## config.mk

```make
export PLATFORM = sky130hd
export DESIGN_NAME = i2c_master_bit_engine_top
export DESIGN_NICKNAME = d
export VERILOG_FILES = /design/src/i2cm_pkg.sv /design/src/i2cm_front.sv /design/src/i2cm_back.sv /design/src/i2c_master_bit_engine_top.sv
export SDC_FILE = /design/constraint.sdc
export NUM_CORES = 1
export LEC_CHECK = 0
export ABC_AREA = 1
export BUFFER_PORTS_ARGS = -buffer_cell sky130_fd_sc_hd__buf_2
export CORE_AREA = 8 8 91 93
export DETAILED_ROUTE_END_ITERATION = 16
export DIE_AREA = 0 0 99 101
export HOLD_SLACK_MARGIN = 0.12
export PLACE_DENSITY_LB_ADDON = 0.12
export SKIP_LAST_GASP = 1
export SYNTH_ARGS = -nofsm -noshare
export SYNTH_HDL_FRONTEND = slang
export SYNTH_HIERARCHICAL = 1
export SYNTH_SLANG_ARGS = --single-unit
export TNS_END_PERCENT = 20
```

## constraint.sdc

```tcl
create_clock -name i_clk -period 3.8 [get_ports i_clk]
set_input_delay 0.19 -clock i_clk [delete_from_list [all_inputs] [get_ports i_clk]]
set_output_delay 0.19 -clock i_clk [all_outputs]
set_load 0.03 [all_outputs]
```

## src/i2cm_pkg.sv

```systemverilog
// ---------------------------------------------------------------------------
// i2cm_pkg
// Shared types and codes for the I2C master bit engine: command codes,
// sequencer states and phases, the queued command record and the pin event
// record.
// ---------------------------------------------------------------------------
`default_nettype none

package i2cm_pkg;

    // Command codes as they arrive on the op field
    typedef enum logic [2:0] {
        OP_START    = 3'd0,
        OP_STOP     = 3'd1,
        OP_WRITE    = 3'd2,
        OP_READ     = 3'd3,
        OP_SEND_ACK = 3'd4,
        OP_RECV_ACK = 3'd5
    } t_op;

    // Bit sequencer states
    typedef enum logic {
        SEQ_IDLE,
        SEQ_RUN
    } t_seq_state;

    // Sequencer phase within one bit slot (or within a short command)
    localparam logic [1:0] PH_STEP0 = 2'd0;
    localparam logic [1:0] PH_STEP1 = 2'd1;
    localparam logic [1:0] PH_STEP2 = 2'd2;
    localparam logic [1:0] PH_STEP3 = 2'd3;
    // Release SDA before the first clock of a receive
    localparam logic [1:0] PH_PRE   = PH_STEP3;

    // Last bit position of a byte, MSB first
    localparam logic [2:0] LAST_BIT = 3'd7;

    // Command queue between the front and the back
    localparam int QDEPTH = 2;
    localparam int QCNT_W = $clog2(QDEPTH + 1);
    localparam int QPTR_W = $clog2(QDEPTH);

    // Reset value of the wait register
    localparam logic [15:0] WAIT_RESET = 16'd720;

    typedef struct packed {
        t_op        op;
        logic [7:0] data_byte;
        logic       ack_bit;
        logic [7:0] line_bits;
    } t_cmd;

    typedef struct packed {
        logic       scl_level;
        logic       sda_level;
        logic       sample_point;
        logic       hold_after;
        logic [7:0] read_value;
        logic       last_event;
    } t_event;

endpackage

`default_nettype wire

```

## src/i2cm_front.sv

```systemverilog
// ---------------------------------------------------------------------------
// i2cm_front
// Accepts commands, drops unknown op codes and holds known commands in a
// short queue until the bit sequencer takes them.
// ---------------------------------------------------------------------------
`default_nettype none

module i2cm_front (
    input  wire                   i_clk,
    input  wire                   i_rst_n,
    input  wire                   i_push,
    output logic                  o_full,
    input  wire  [2:0]            i_op,
    input  wire  [7:0]            i_data_byte,
    input  wire                   i_ack_bit,
    input  wire  [7:0]            i_line_bits,
    output logic                  o_cmd_valid,
    output i2cm_pkg::t_cmd        o_cmd,
    input  wire                   i_cmd_take
);

    i2cm_pkg::t_cmd                  r_q [i2cm_pkg::QDEPTH];
    logic [i2cm_pkg::QPTR_W-1:0]     r_wr_ptr;
    logic [i2cm_pkg::QPTR_W-1:0]     r_rd_ptr;
    logic [i2cm_pkg::QCNT_W-1:0]     r_count;
    logic [i2cm_pkg::QCNT_W-1:0]     n_count;
    logic                            op_known;
    logic                            enq;
    logic                            deq;
    i2cm_pkg::t_cmd                  cmd_in;

    // Classify the op code: codes beyond receive ack are dropped
    always_comb begin
        case (i_op)
            i2cm_pkg::OP_START,
            i2cm_pkg::OP_STOP,
            i2cm_pkg::OP_WRITE,
            i2cm_pkg::OP_READ,
            i2cm_pkg::OP_SEND_ACK,
            i2cm_pkg::OP_RECV_ACK: op_known = 1'b1;
            default:               op_known = 1'b0;
        endcase
    end

    assign cmd_in.op        = i2cm_pkg::t_op'(i_op);
    assign cmd_in.data_byte = i_data_byte;
    assign cmd_in.ack_bit   = i_ack_bit;
    assign cmd_in.line_bits = i_line_bits;

    assign o_full      = (r_count == i2cm_pkg::QCNT_W'(i2cm_pkg::QDEPTH));
    assign o_cmd_valid = (r_count != '0);
    assign o_cmd       = r_q[r_rd_ptr];

    assign enq = i_push && !o_full && op_known;
    assign deq = i_cmd_take && o_cmd_valid;

    // Track occupancy
    always_comb begin
        n_count = r_count;
        if (enq && !deq) begin
            n_count = r_count + 1'b1;
        end else if (deq && !enq) begin
            n_count = r_count - 1'b1;
        end
    end

    // Advance pointers and count
    always_ff @(posedge i_clk) begin
        if (!i_rst_n) begin
            r_wr_ptr <= '0;
            r_rd_ptr <= '0;
            r_count  <= '0;
        end else begin
            r_count <= n_count;
            if (enq) begin
                r_wr_ptr <= r_wr_ptr + 1'b1;
            end
            if (deq) begin
                r_rd_ptr <= r_rd_ptr + 1'b1;
            end
        end
    end

    // Store queued commands
    always_ff @(posedge i_clk) begin
        if (enq) begin
            r_q[r_wr_ptr] <= cmd_in;
        end
    end

endmodule

`default_nettype wire

```

## src/i2cm_back.sv

```systemverilog
// ---------------------------------------------------------------------------
// i2cm_back
// Bit sequencer: walks one command through its pin events, keeps the SCL
// and SDA drive state and the receive shifter, and holds each event in an
// output register until it is popped.
// ---------------------------------------------------------------------------
`default_nettype none

module i2cm_back (
    input  wire                   i_clk,
    input  wire                   i_rst_n,
    input  wire                   i_cmd_valid,
    input  i2cm_pkg::t_cmd        i_cmd,
    output logic                  o_cmd_take,
    output logic                  o_ev_valid,
    output i2cm_pkg::t_event      o_ev,
    input  wire                   i_ev_take
);

    i2cm_pkg::t_seq_state r_state;
    i2cm_pkg::t_seq_state n_state;
    i2cm_pkg::t_cmd      r_cmd;
    logic [1:0]          r_phase;
    logic [1:0]          n_phase;
    logic [2:0]          r_bit;
    logic [2:0]          n_bit;
    logic                r_scl;
    logic                r_sda;
    logic [7:0]          r_rx;
    logic                r_out_valid;
    i2cm_pkg::t_event    r_out;
    i2cm_pkg::t_event    ev;
    logic                shift_in;
    logic                emit;
    logic                is_rx_cmd;

    assign is_rx_cmd = (r_cmd.op == i2cm_pkg::OP_READ) ||
                       (r_cmd.op == i2cm_pkg::OP_RECV_ACK);

    // Build the current pin event and the next position
    always_comb begin
        ev.scl_level    = r_scl;
        ev.sda_level    = r_sda;
        ev.sample_point = 1'b0;
        ev.hold_after   = 1'b0;
        ev.last_event   = 1'b0;
        n_phase         = r_phase + 1'b1;
        n_bit           = r_bit;
        shift_in        = 1'b0;
        case (r_cmd.op)
            i2cm_pkg::OP_START: begin
                case (r_phase)
                    i2cm_pkg::PH_STEP0: ev.sda_level = 1'b1;
                    i2cm_pkg::PH_STEP1: begin
                        ev.scl_level  = 1'b1;
                        ev.hold_after = 1'b1;
                    end
                    i2cm_pkg::PH_STEP2: ev.sda_level = 1'b0;
                    default: begin
                        ev.scl_level  = 1'b0;
                        ev.hold_after = 1'b1;
                        ev.last_event = 1'b1;
                    end
                endcase
            end
            i2cm_pkg::OP_STOP: begin
                case (r_phase)
                    i2cm_pkg::PH_STEP0: ev.sda_level = 1'b0;
                    i2cm_pkg::PH_STEP1: begin
                        ev.scl_level  = 1'b1;
                        ev.hold_after = 1'b1;
                    end
                    default: begin
                        ev.sda_level  = 1'b1;
                        ev.last_event = 1'b1;
                    end
                endcase
            end
            i2cm_pkg::OP_WRITE, i2cm_pkg::OP_SEND_ACK: begin
                case (r_phase)
                    i2cm_pkg::PH_STEP0: begin
                        ev.sda_level = (r_cmd.op == i2cm_pkg::OP_WRITE) ?
                                       r_cmd.data_byte[i2cm_pkg::LAST_BIT - r_bit] :
                                       r_cmd.ack_bit;
                    end
                    i2cm_pkg::PH_STEP1: begin
                        ev.scl_level  = 1'b1;
                        ev.hold_after = 1'b1;
                    end
                    default: begin
                        ev.scl_level  = 1'b0;
                        ev.hold_after = 1'b1;
                        ev.last_event = (r_cmd.op == i2cm_pkg::OP_SEND_ACK) ||
                                        (r_bit == i2cm_pkg::LAST_BIT);
                        n_phase       = i2cm_pkg::PH_STEP0;
                        n_bit         = r_bit + 1'b1;
                    end
                endcase
            end
            i2cm_pkg::OP_READ, i2cm_pkg::OP_RECV_ACK: begin
                case (r_phase)
                    i2cm_pkg::PH_PRE: begin
                        ev.sda_level = 1'b1;
                        n_phase      = i2cm_pkg::PH_STEP0;
                    end
                    i2cm_pkg::PH_STEP0: begin
                        ev.scl_level  = 1'b1;
                        ev.hold_after = 1'b1;
                    end
                    i2cm_pkg::PH_STEP1: begin
                        ev.sample_point = 1'b1;
                        ev.hold_after   = 1'b1;
                        shift_in        = 1'b1;
                    end
                    default: begin
                        ev.scl_level  = 1'b0;
                        ev.hold_after = 1'b1;
                        ev.last_event = (r_cmd.op == i2cm_pkg::OP_RECV_ACK) ||
                                        (r_bit == i2cm_pkg::LAST_BIT);
                        n_phase       = i2cm_pkg::PH_STEP0;
                        n_bit         = r_bit + 1'b1;
                    end
                endcase
            end
            default: ev.last_event = 1'b1;
        endcase
        ev.read_value = (ev.last_event && is_rx_cmd) ? r_rx : 8'd0;
    end

    // Next state
    always_comb begin
        n_state = r_state;
        case (r_state)
            i2cm_pkg::SEQ_IDLE: begin
                if (i_cmd_valid) begin
                    n_state = i2cm_pkg::SEQ_RUN;
                end
            end
            i2cm_pkg::SEQ_RUN: begin
                if (emit && ev.last_event) begin
                    n_state = i2cm_pkg::SEQ_IDLE;
                end
            end
            default: n_state = i2cm_pkg::SEQ_IDLE;
        endcase
    end

    // State outputs
    always_comb begin
        o_cmd_take = 1'b0;
        emit       = 1'b0;
        case (r_state)
            i2cm_pkg::SEQ_IDLE: o_cmd_take = i_cmd_valid;
            i2cm_pkg::SEQ_RUN:  emit       = !r_out_valid || i_ev_take;
            default: begin
                o_cmd_take = 1'b0;
                emit       = 1'b0;
            end
        endcase
    end

    // Control state: sequencer, line drive, output slot
    always_ff @(posedge i_clk) begin
        if (!i_rst_n) begin
            r_state     <= i2cm_pkg::SEQ_IDLE;
            r_scl       <= 1'b1;
            r_sda       <= 1'b1;
            r_rx        <= 8'd0;
            r_out_valid <= 1'b0;
            r_phase     <= i2cm_pkg::PH_STEP0;
            r_bit       <= '0;
        end else begin
            r_state <= n_state;
            if (o_cmd_take) begin
                r_bit   <= '0;
                r_phase <= ((i_cmd.op == i2cm_pkg::OP_READ) ||
                            (i_cmd.op == i2cm_pkg::OP_RECV_ACK)) ?
                           i2cm_pkg::PH_PRE : i2cm_pkg::PH_STEP0;
                if ((i_cmd.op == i2cm_pkg::OP_READ) ||
                    (i_cmd.op == i2cm_pkg::OP_RECV_ACK)) begin
                    r_rx <= 8'd0;
                end
            end else if (emit) begin
                r_phase <= n_phase;
                r_bit   <= n_bit;
                r_scl   <= ev.scl_level;
                r_sda   <= ev.sda_level;
                if (shift_in) begin
                    r_rx <= {r_rx[6:0], r_cmd.line_bits[i2cm_pkg::LAST_BIT - r_bit]};
                end
            end
            if (emit) begin
                r_out_valid <= 1'b1;
            end else if (i_ev_take) begin
                r_out_valid <= 1'b0;
            end
        end
    end

    // Payload: hold the command and the pending event
    always_ff @(posedge i_clk) begin
        if (o_cmd_take) begin
            r_cmd <= i_cmd;
        end
        if (emit) begin
            r_out <= ev;
        end
    end

    assign o_ev_valid = r_out_valid;
    assign o_ev       = r_out;

endmodule

`default_nettype wire

```

## src/i2c_master_bit_engine_top.sv

```systemverilog
// ---------------------------------------------------------------------------
// i2c_master_bit_engine_top
// I2C master bit engine: turns start, stop, byte and ack commands into the
// stream of SCL/SDA pin events that carries them out on the bus.
// ---------------------------------------------------------------------------
// On an idle block the first event of a command reaches the outputs once the push
// has been queued, loaded into the sequencer and registered in the output slot.
// Throughput: one event per cycle while pop is held; a command of N events
// (3 to 25) also takes a load step in the sequencer before its first event.
// The two-entry command queue takes new commands while the sequencer runs.
// Reset (synchronous, active low): both lines released, queues empty,
// wait_cycles back to 720.
`default_nettype none

module i2c_master_bit_engine_top (
    input  wire         i_clk,
    input  wire         i_rst_n,
    // command side
    input  wire         push,
    output logic        full,
    input  wire  [2:0]  i_op,
    input  wire  [7:0]  i_data_byte,
    input  wire         i_ack_bit,
    input  wire  [7:0]  i_line_bits,
    // event side
    output logic        empty,
    input  wire         pop,
    output logic        o_scl_level,
    output logic        o_sda_level,
    output logic        o_sample_point,
    output logic        o_hold_after,
    output logic [7:0]  o_read_value,
    output logic        o_last_event,
    // configuration
    input  wire         i_cfg_valid,
    output logic        o_cfg_ready,
    input  wire  [15:0] i_cfg_wait_cycles
);

    i2cm_pkg::t_cmd    cmd;
    i2cm_pkg::t_event  ev;
    logic              cmd_valid;
    logic              cmd_take;
    logic              ev_valid;
    logic [15:0]       r_wait_cycles;

    // Hold the wait length for the bus timing downstream
    assign o_cfg_ready = 1'b1;

    always_ff @(posedge i_clk) begin
        if (!i_rst_n) begin
            r_wait_cycles <= i2cm_pkg::WAIT_RESET;
        end else if (i_cfg_valid && o_cfg_ready) begin
            r_wait_cycles <= i_cfg_wait_cycles;
        end
    end

    // Front: accept and classify commands
    i2cm_front u_front (
        .i_clk       (i_clk),
        .i_rst_n     (i_rst_n),
        .i_push      (push),
        .o_full      (full),
        .i_op        (i_op),
        .i_data_byte (i_data_byte),
        .i_ack_bit   (i_ack_bit),
        .i_line_bits (i_line_bits),
        .o_cmd_valid (cmd_valid),
        .o_cmd       (cmd),
        .i_cmd_take  (cmd_take)
    );

    // Back: sequence pin events
    i2cm_back u_back (
        .i_clk       (i_clk),
        .i_rst_n     (i_rst_n),
        .i_cmd_valid (cmd_valid),
        .i_cmd       (cmd),
        .o_cmd_take  (cmd_take),
        .o_ev_valid  (ev_valid),
        .o_ev        (ev),
        .i_ev_take   (pop)
    );

    assign empty          = !ev_valid;
    assign o_scl_level    = ev.scl_level;
    assign o_sda_level    = ev.sda_level;
    assign o_sample_point = ev.sample_point;
    assign o_hold_after   = ev.hold_after;
    assign o_read_value   = ev.read_value;
    assign o_last_event   = ev.last_event;

    // A configuration write lands in the wait register
    a_cfg_write: assert property (@(posedge i_clk) disable iff (!i_rst_n)
        (i_cfg_valid && o_cfg_ready) |=> (r_wait_cycles == $past(i_cfg_wait_cycles)))
        else $error("wait register missed a write");

    // A sample keeps SCL high and is followed by a wait
    a_sample_high: assert property (@(posedge i_clk) disable iff (!i_rst_n)
        (!empty && o_sample_point) |-> (o_scl_level && o_hold_after))
        else $error("sample taken with SCL low or without a wait");

    // Every command ends with SCL low or with SDA released (stop)
    a_end_lines: assert property (@(posedge i_clk) disable iff (!i_rst_n)
        (!empty && o_last_event) |-> (!o_scl_level || o_sda_level))
        else $error("command ended with bus lines in a bad state");

    // Received data shows only on the last event
    a_read_last: assert property (@(posedge i_clk) disable iff (!i_rst_n)
        (!empty && !o_last_event) |-> (o_read_value == 8'd0))
        else $error("read value on an event that is not the last");

endmodule

`default_nettype wire
```

==> results of run 1 <==
[metrics by stage]
| stage | std cells | util, % | setup slack, ns |
|---|---|---|---|
| 2_1_floorplan | 340 | - | 1.416 |
| 3_3_place_gp | 457 | 61.99 | 1.553 |
| 3_5_place_dp | 457 | 61.99 | 1.533 |
| 4_1_cts | 494 | 68.08 | 1.496 |
| 5_1_grt | 494 | 68.08 | 1.373 |
| 6_report | 494 | 68.08 | 1.534 |
[flip-flops by register name, indices dropped and copies added (netlist names), 2 cells and up, named ones only]
| register | flops |
|---|---|
| u_front/r_q | 40 |
| u_back/r_rx | 8 |
| u_back/r_phase | 2 |
| u_back/r_cmd | 20 |
| u_front/r_count | 2 |
| u_back/r_bit | 3 |
| u_back/o_ev | 13 |
[kinds of logic after synthesis]
kind of cell / synth area share [%]
fa+ha+maj: 2.797
mux: 5.594
compound gates: 7.334
simple gates: 13.61
xor+xnor: 0.2176
buf+inv: 4.972
flops: 65.38
other cells: 0.09314
[worst min-delay path, stage by stage]
cell and delay, ns:
buf_2 0.17, nand2_2 0.09, nor2_2 0.03
[Yosys cell counts]
library cell / instances / area [µm²]
nor2_1: 27 / 101.4
and2_4: 1 / 8.760
buf_2: 1 / 5.000
xor2_1: 1 / 8.760
dfxtp_1: 22 / 440.4
o21a_1: 3 / 22.52
nand3_4: 1 / 17.52
mux2_2: 20 / 225.2
nor2_2: 5 / 31.28
ha_1: 9 / 112.6
o21ai_1: 4 / 20.02
buf_4: 3 / 22.52
nand2_1: 49 / 183.9
o22ai_1: 2 / 12.51
nand4_1: 3 / 18.77
nand3_2: 4 / 40.04
nand2_4: 3 / 33.78
a21oi_1: 11 / 55.05
o21ai_0: 15 / 75.07
a21boi_1: 1 / 7.510
nand2_2: 6 / 37.54
inv_1: 39 / 146.4
a22oi_1: 7 / 52.55
conb_1: 1 / 3.750
o211ai_1: 5 / 37.54
nand3_1: 14 / 70.07
nor3_1: 1 / 5.000
inv_2: 6 / 22.52
clkinv_1: 1 / 3.750
edfxtp_1: 73 / 2192
a31oi_1: 2 / 12.51
[layer usage]
metal	part of all wire (%)	vias up	global-route usage (%)
met5	0	-	0
met1	41	1179	15.43
met2	52	47	25.99
met3	4.9	10	4.351
met4	1.6	0	5.195
li1	-	1303	-
[layout by cell type (no fill, tap or decap), types with 6 or more instances in the layout]
| cell type | n |
|---|---|
| clkbuf_8 | 9 |
| nor2_1 | 27 |
| a21oi_1 | 11 |
| inv_1 | 39 |
| edfxtp_1 | 73 |
| mux2_2 | 20 |
| ha_1 | 9 |
| inv_2 | 6 |
| nand3_1 | 14 |
| dlygate4sd3_1 | 21 |
| o21ai_0 | 15 |
| dfxtp_1 | 22 |
| nand2_2 | 6 |
| nand2_1 | 49 |
| a22oi_1 | 7 |
| buf_2 | 38 |
[worst min path at each step]
stage | slack (ns) | to | startpoint | depth (start not counted)
2_1_floorplan | 0.29 | u_front/r_q[0][0]$_DFFE_PP_ | i_line_bits[0] | 0
3_3_place_gp | 0.38 | u_front/r_q[0][0]$_DFFE_PP_ | i_line_bits[0] | 1
3_5_place_dp | 0.38 | u_front/r_q[0][11]$_DFFE_PP_ | i_data_byte[2] | 1
4_1_cts | 0.14 | u_front/r_wr_ptr$_SDFFE_PN0P_ | i_rst_n | 3
5_1_grt | 0.15 | u_front/r_wr_ptr$_SDFFE_PN0P_ | i_rst_n | 3
6_report | 0.15 | u_front/r_wr_ptr$_SDFFE_PN0P_ | i_rst_n | 3
[where the power goes]
group	internal (mW)	switching, mW	total, mW
Combinational	0.374	0.710	1.08
Clock	0.319	0.362	0.680
Sequential	1.46	0.151	1.61
Total	2.15	1.22	3.38
[what timing repair did]
item | CTS | global route
hold buffers | 21 | 0
buffers inserted | 0 | 0
hold endpoints to repair | 41 | 0
[final cells by class]
| class | count | share of cell area, % |
|---|---|---|
| sequential | 95 | 55.69 |
| multi-input combinational | 195 | 25.36 |
| timing repair buffer | 60 | 8.629 |
| inverter | 46 | 3.653 |
| clock buffer | 9 | 2.620 |
| tap | 82 | 2.170 |
| clock inverter | 7 | 1.879 |
==> qor.txt, run 1 <==
Global Route Usage Sum: 14.35%
Final setup viols: 0
CP max stage cell: dfxtp_1
RR Endpoint: u_back/r_rx[0]$_SDFFE_PN0P_
ANT cells: 0
Root Buffer: clkbuf_8
Vias in the first global route: 2536
Tot Pwr: 3.376 mW
Status: finished clean
Drt via density: 5.140
Instance count on the critical path: 7
VDD IR max: 341.2 µV
Mapped cell area: 4026 µm²
Post-synthesis sequential area ratio: 65.38%
Mean Syn Cell Area: 11.84 µm²
CORE AREA: 6943 µm²
Clock Skews: 0.01284 ns
CTS Buf Count: 9
First-pass GRT wire length: 11310 µm
Clock buffer depth: 2
Setup TNS: 0 ns
Post-Syn Instances: 340
Final wirelength: 6523 µm
PwrDens: 714.2 nW/µm²
Cell Rows: 31
Multi-input gate area: 1199 µm²
Worst Tran Pin Value: 0.9290 ns
IO Port Bufs: 38
CTS clk-pin slew, worst paths: 0.10 ns
# DRC: 0
Flops & latches, synth: 95
DR WL/cell: 13.20 µm
Die width: 99 µm
Worst setup path endpoint: u_back/r_rx[0]$_SDFFE_PN0P_
Crit Path Max Fanout: 20
Worst r2r path cells: 7
Final HPWL DP: 4578 µm
HP Class: primary input to flop
Critical path class: flop to flop
RePlAce Congestion: 0.8274
CP endpoint kind: flop
CP arrival: 2.57 ns
Via count: 2539
Synthesis-to-finish area growth: 17.40%
Distinct cells, synth: 31
Period minus WS final: 2.266 ns
TritonCTS clock tree: built
Antenna violations before repair: 0
I/O Pins: 57
Layout cell share with drive strength beyond 1: 24.76%
Post-Place Cell Area: 4304 µm²
Clk_lat worst skew: 0.35 ns
Worst rel slew slack: 37.98%
Buffers and inverters on the worst path: 0
Antenna viol nets, final: 0
Initial drt markers: 80
Post-CTS Resized: 0
Max Slew Vio Count: 0
RSZ-0062 raised after global routing: false
Hold Slack: 0.1546 ns
Fmax: 441.4 MHz
Total Nets Final: 457
Filler Cell Count: 520
Grt ovf: 0
Crit start category: flop
Syn nets: 390
Ys Warns: 6
Family with the most delay on the worst path: flip-flops
P_leak: 1.866 nW
Die area: 9999 µm²
Worst-path cell chain: mux2_2 > xor2_1 > nand3_4 > nand2_2 > nand2_4 > a21oi_1 > o21a_1
Reg2Reg Setup Slack: 1.53 ns
Final cycle utilization of the critical path: 59.62%
Max Cap Viol: 0
Detailed Routing Iterations Pass 1: 4
H-tree depth: 3
Clk sinks: 95
Die Span Y: 101 µm
Reg area: 2633 µm²
Crit-path max cell delay: 0.94 ns
CP Data Required Time: 4.10 ns
Final Instance Area: 4727 µm²
Hold Vio Cnt, Final: 0
Pin count of the biggest net entering global routing: 26
Starting density of the core: 57.99%
Note: power is estimated with default switching activity, not from simulation.
==> inputs of run 2 (changes only) <==
ABC_AREA = 0   (was 1)
CORE_AREA = 8 8 98 100   (was 8 8 91 93)
DIE_AREA = 0 0 106 108   (was 0 0 99 101)
clock period = 2 ns   (was 3.8 ns; I/O delays follow)
==> qor.txt, run 2 <==
Status: finished clean
IO Port Bufs: 38 (unchanged)
Biggest area consumer among synthesized cells: edfxtp_1
CP arrival: 2.08 ns (-0.49 ns)
CP endpoint kind: flop
EDFF count, synth: 73 (unchanged)
Buffers and inverters on the worst path: 1 (+1)
Synth async-reset ratio: 0% (unchanged)
Filler Cell Count: 657 (+26%)
CORE AREA: 8051 µm² (+16%)
Die width: 106 µm (+7.1%)
Count leader, synth: edfxtp_1
PwrDens: 1292 nW/µm² (+81%)
Top cells by count, synth: edfxtp_1, dfxtp_1, mux2_2
Synth area leaders: edfxtp_1, dfxtp_1, mux2_2
Post-synthesis sequential area ratio: 65.40% (about the same)
Pin count of the biggest net entering global routing: 24 (-7.7%)
First-pass GRT wire length: 11900 µm (+5.2%)
# DRC: 0 (unchanged)
Post-Place Cell Area: 4448 µm² (+3.3%)
CP Data Required Time: 2.21 ns (-1.89 ns)
Commonest cells after routing, fill and taps aside: edfxtp_1, buf_2, dlygate4sd3_1, mux2_2, dfxtp_1
Total Nets Final: 417 (-8.8%)
Final wirelength: 7111 µm (+9.0%)
H-tree depth: 3 (unchanged)
Hold Vio Cnt, Final: 0 (unchanged)
Synthesis-to-finish area growth: 20.61%
Crit-path max cell delay: 0.36 ns (-0.58 ns)
Antenna viol nets, final: 0 (unchanged)
Die area: 11450 µm² (+14%)
P_leak: 1.795 nW (-3.8%)
Starting density of the core: 49.99% (-8.0 points)
Clk_lat worst skew: 0.36 ns (about the same)
Period minus WS final: 1.874 ns (-0.3918 ns)
Syn nets: 337 (-14%)
Flops & latches, synth: 95 (unchanged)
Final WS setup: 0.1261 ns (-1.408 ns)
Top_reg_cell synth: edfxtp_1
Place WS: 0.1720 ns (-1.361 ns)
RSZ-0062 raised after global routing: false
Crit start category: flop
Clk sinks: 95 (unchanged)
Clock Skews: 0.009250 ns (-0.003587 ns)
Fmax: 533.7 MHz (+21%)
HP Class: primary input to flop
Largest register FFs: 40 (unchanged)
Post-Syn Instances: 287 (-16%)
Post-synth top area share: 54.46% (about the same)
RePlAce Congestion: 0.8239 (-0.42%)
Drt via density: 5.212 (+1.4%)
Ys Warns: 6 (unchanged)
Cell Rows: 33 (+6.5%)
Final cycle utilization of the critical path: 93.69% (+34 points)
Worst rel slew slack: 58.00% (+20 points)
Detailed Routing Iterations Pass 1: 4 (unchanged)
Vias in the first global route: 2537 (+0.039%)
Initial drt markers: 104 (+30%)
Global Route Usage Sum: 13.05% (-1.3 points)
Reg area: 2633 µm² (unchanged)
Distinct cells, synth: 58 (+87%)
Die Span Y: 108 µm (+6.9%)
Via count: 2486 (-2.1%)
Max Slew Vio Count: 0 (unchanged)
CTS Buf Count: 9 (unchanged)
Worst-path cell chain: inv_1 > ha_1 > nand2_4 > a2111oi_4 > nand4_1 > and4_1 > a31oi_1
I/O Pins: 57 (unchanged)
ANT cells: 0 (unchanged)
Commonest non-fill, non-tap cell in the layout: edfxtp_1
Final setup viols: 0 (unchanged)
Multi-input gate area: 1303 µm² (+8.7%)
Grt ovf: 0 (unchanged)
Final HPWL DP: 4895 µm (+6.9%)
CP max stage cell: ha_1
Clock buffer depth: 2 (unchanged)
Antenna violations before repair: 0 (unchanged)
Utilization after layout: 60.30% (-7.8 points)
Worst Tran Pin Value: 0.6300 ns (-0.2990 ns)
DR WL/cell: 14.91 µm (+13%)
Crit Path Max Fanout: 7 (-65%)
Max Cap Viol: 0 (unchanged)
Root Buffer: clkbuf_8
Layout cell share with drive strength beyond 1: 29.84% (+5.1 points)
Mapped cell area: 4025 µm² (about the same)
Critical path class: flop to flop
Family with the most delay on the worst path: simple AND/OR/NAND/NOR gates
Tot Pwr: 6.274 mW (+86%)
Mean Syn Cell Area: 14.02 µm² (+18%)
TritonCTS clock tree: built
CTS clk-pin slew, worst paths: 0.10 ns (about the same)
Top reg by flops: u_front/r_q
VDD IR max: 551.7 µV (+62%)
Final Instance Area: 4855 µm² (+2.7%)
-- run 2: repair_timing --
| action | 4_1_cts | 5_1_grt |
|---|---|---|
| setup endpoints to repair | 0 | 0 |
| buffers inserted | 0 | 0 |
| hold endpoints to repair | 48 | 0 |
| resized for setup | 0 | 0 |
| hold buffers | 22 | 0 |
-- run 2: per-stage QoR --
stage / setup TNS [ns] / instances / hold WS, ns
after CTS: 0 / 477 / 0.1248
after detailed placement: 0 / 439 / 0.2907
after global placement: 0 / 439 / 0.2871
final: 0 / 477 / 0.1416
after floorplan: -0.1401 / 287 / 0.1989
after global routing: 0 / 477 / 0.1443
-- run 2: cell families after synthesis --
group                      synth area share (%)
and+or+nand+nor                           9.543
adders and majority gates                 2.798
xor gates and xnor gates                  1.492
buffers and inverters                     2.456
DFF                                       65.40
muxes                                     9.543
AOI/OAI and AO/OA                         8.673
other                                   0.09317
-- run 2: tightest hold or removal path, delay by kind of cell --
family,cells,cell delay (ns)
multiplexers,1,0.11
buffers and inverters,2,0.18
AO/OA/AOI/OAI,1,0.05
-- run 2: layout make-up --
| type | instances | share of cell area [%] |
|---|---|---|
| Multi-Input combinational cell | 170 | 26.83 |
| Clock buffer | 9 | 2.552 |
| Timing Repair Buffer | 79 | 11.39 |
| Clock inverter | 7 | 1.289 |
| Sequential cell | 95 | 54.23 |
| Tap cell | 105 | 2.706 |
| Inverter | 12 | 1.005 |
-- run 2: power breakdown --
part           leakage [nW]  total (mW)  internal, mW  switching, mW
Sequential            0.860        2.93          2.73          0.205
Clock                0.0863        1.18         0.478          0.704
Combinational         0.848        2.16         0.892           1.27
Total                  1.80        6.27          4.10           2.17
-- run 2: per-layer routing --
| layer | GRT usage [%] | routed length (µm) | vias up |
|---|---|---|---|
| li1 | - | - | 1226 |
| met1 | 15.94 | 3306 | 1206 |
| met2 | 21.49 | 3411 | 42 |
| met3 | 2.736 | 240 | 12 |
| met4 | 6.834 | 152 | 0 |
| met5 | 0 | 0 | - |
-- run 2: worst paths after layout --
| kind | from | slack [ns] | cells after the start | endpoint |
|---|---|---|---|---|
| hold / removal | push | 0.14 | 4 | u_front/r_wr_ptr$_SDFFE_PN0P_ |
| setup / recovery | u_back/r_phase[1]$_SDFFE_PN0P_ | 0.13 | 7 | u_back/o_ev[11]$_DFFE_PP_ |
| hold reg to reg | u_back/r_rx[7]$_SDFFE_PN0P_ | 0.47 | 2 | u_back/r_rx[7]$_SDFFE_PN0P_ |
| setup reg to reg | u_back/r_phase[1]$_SDFFE_PN0P_ | 0.13 | 7 | u_back/o_ev[11]$_DFFE_PP_ |
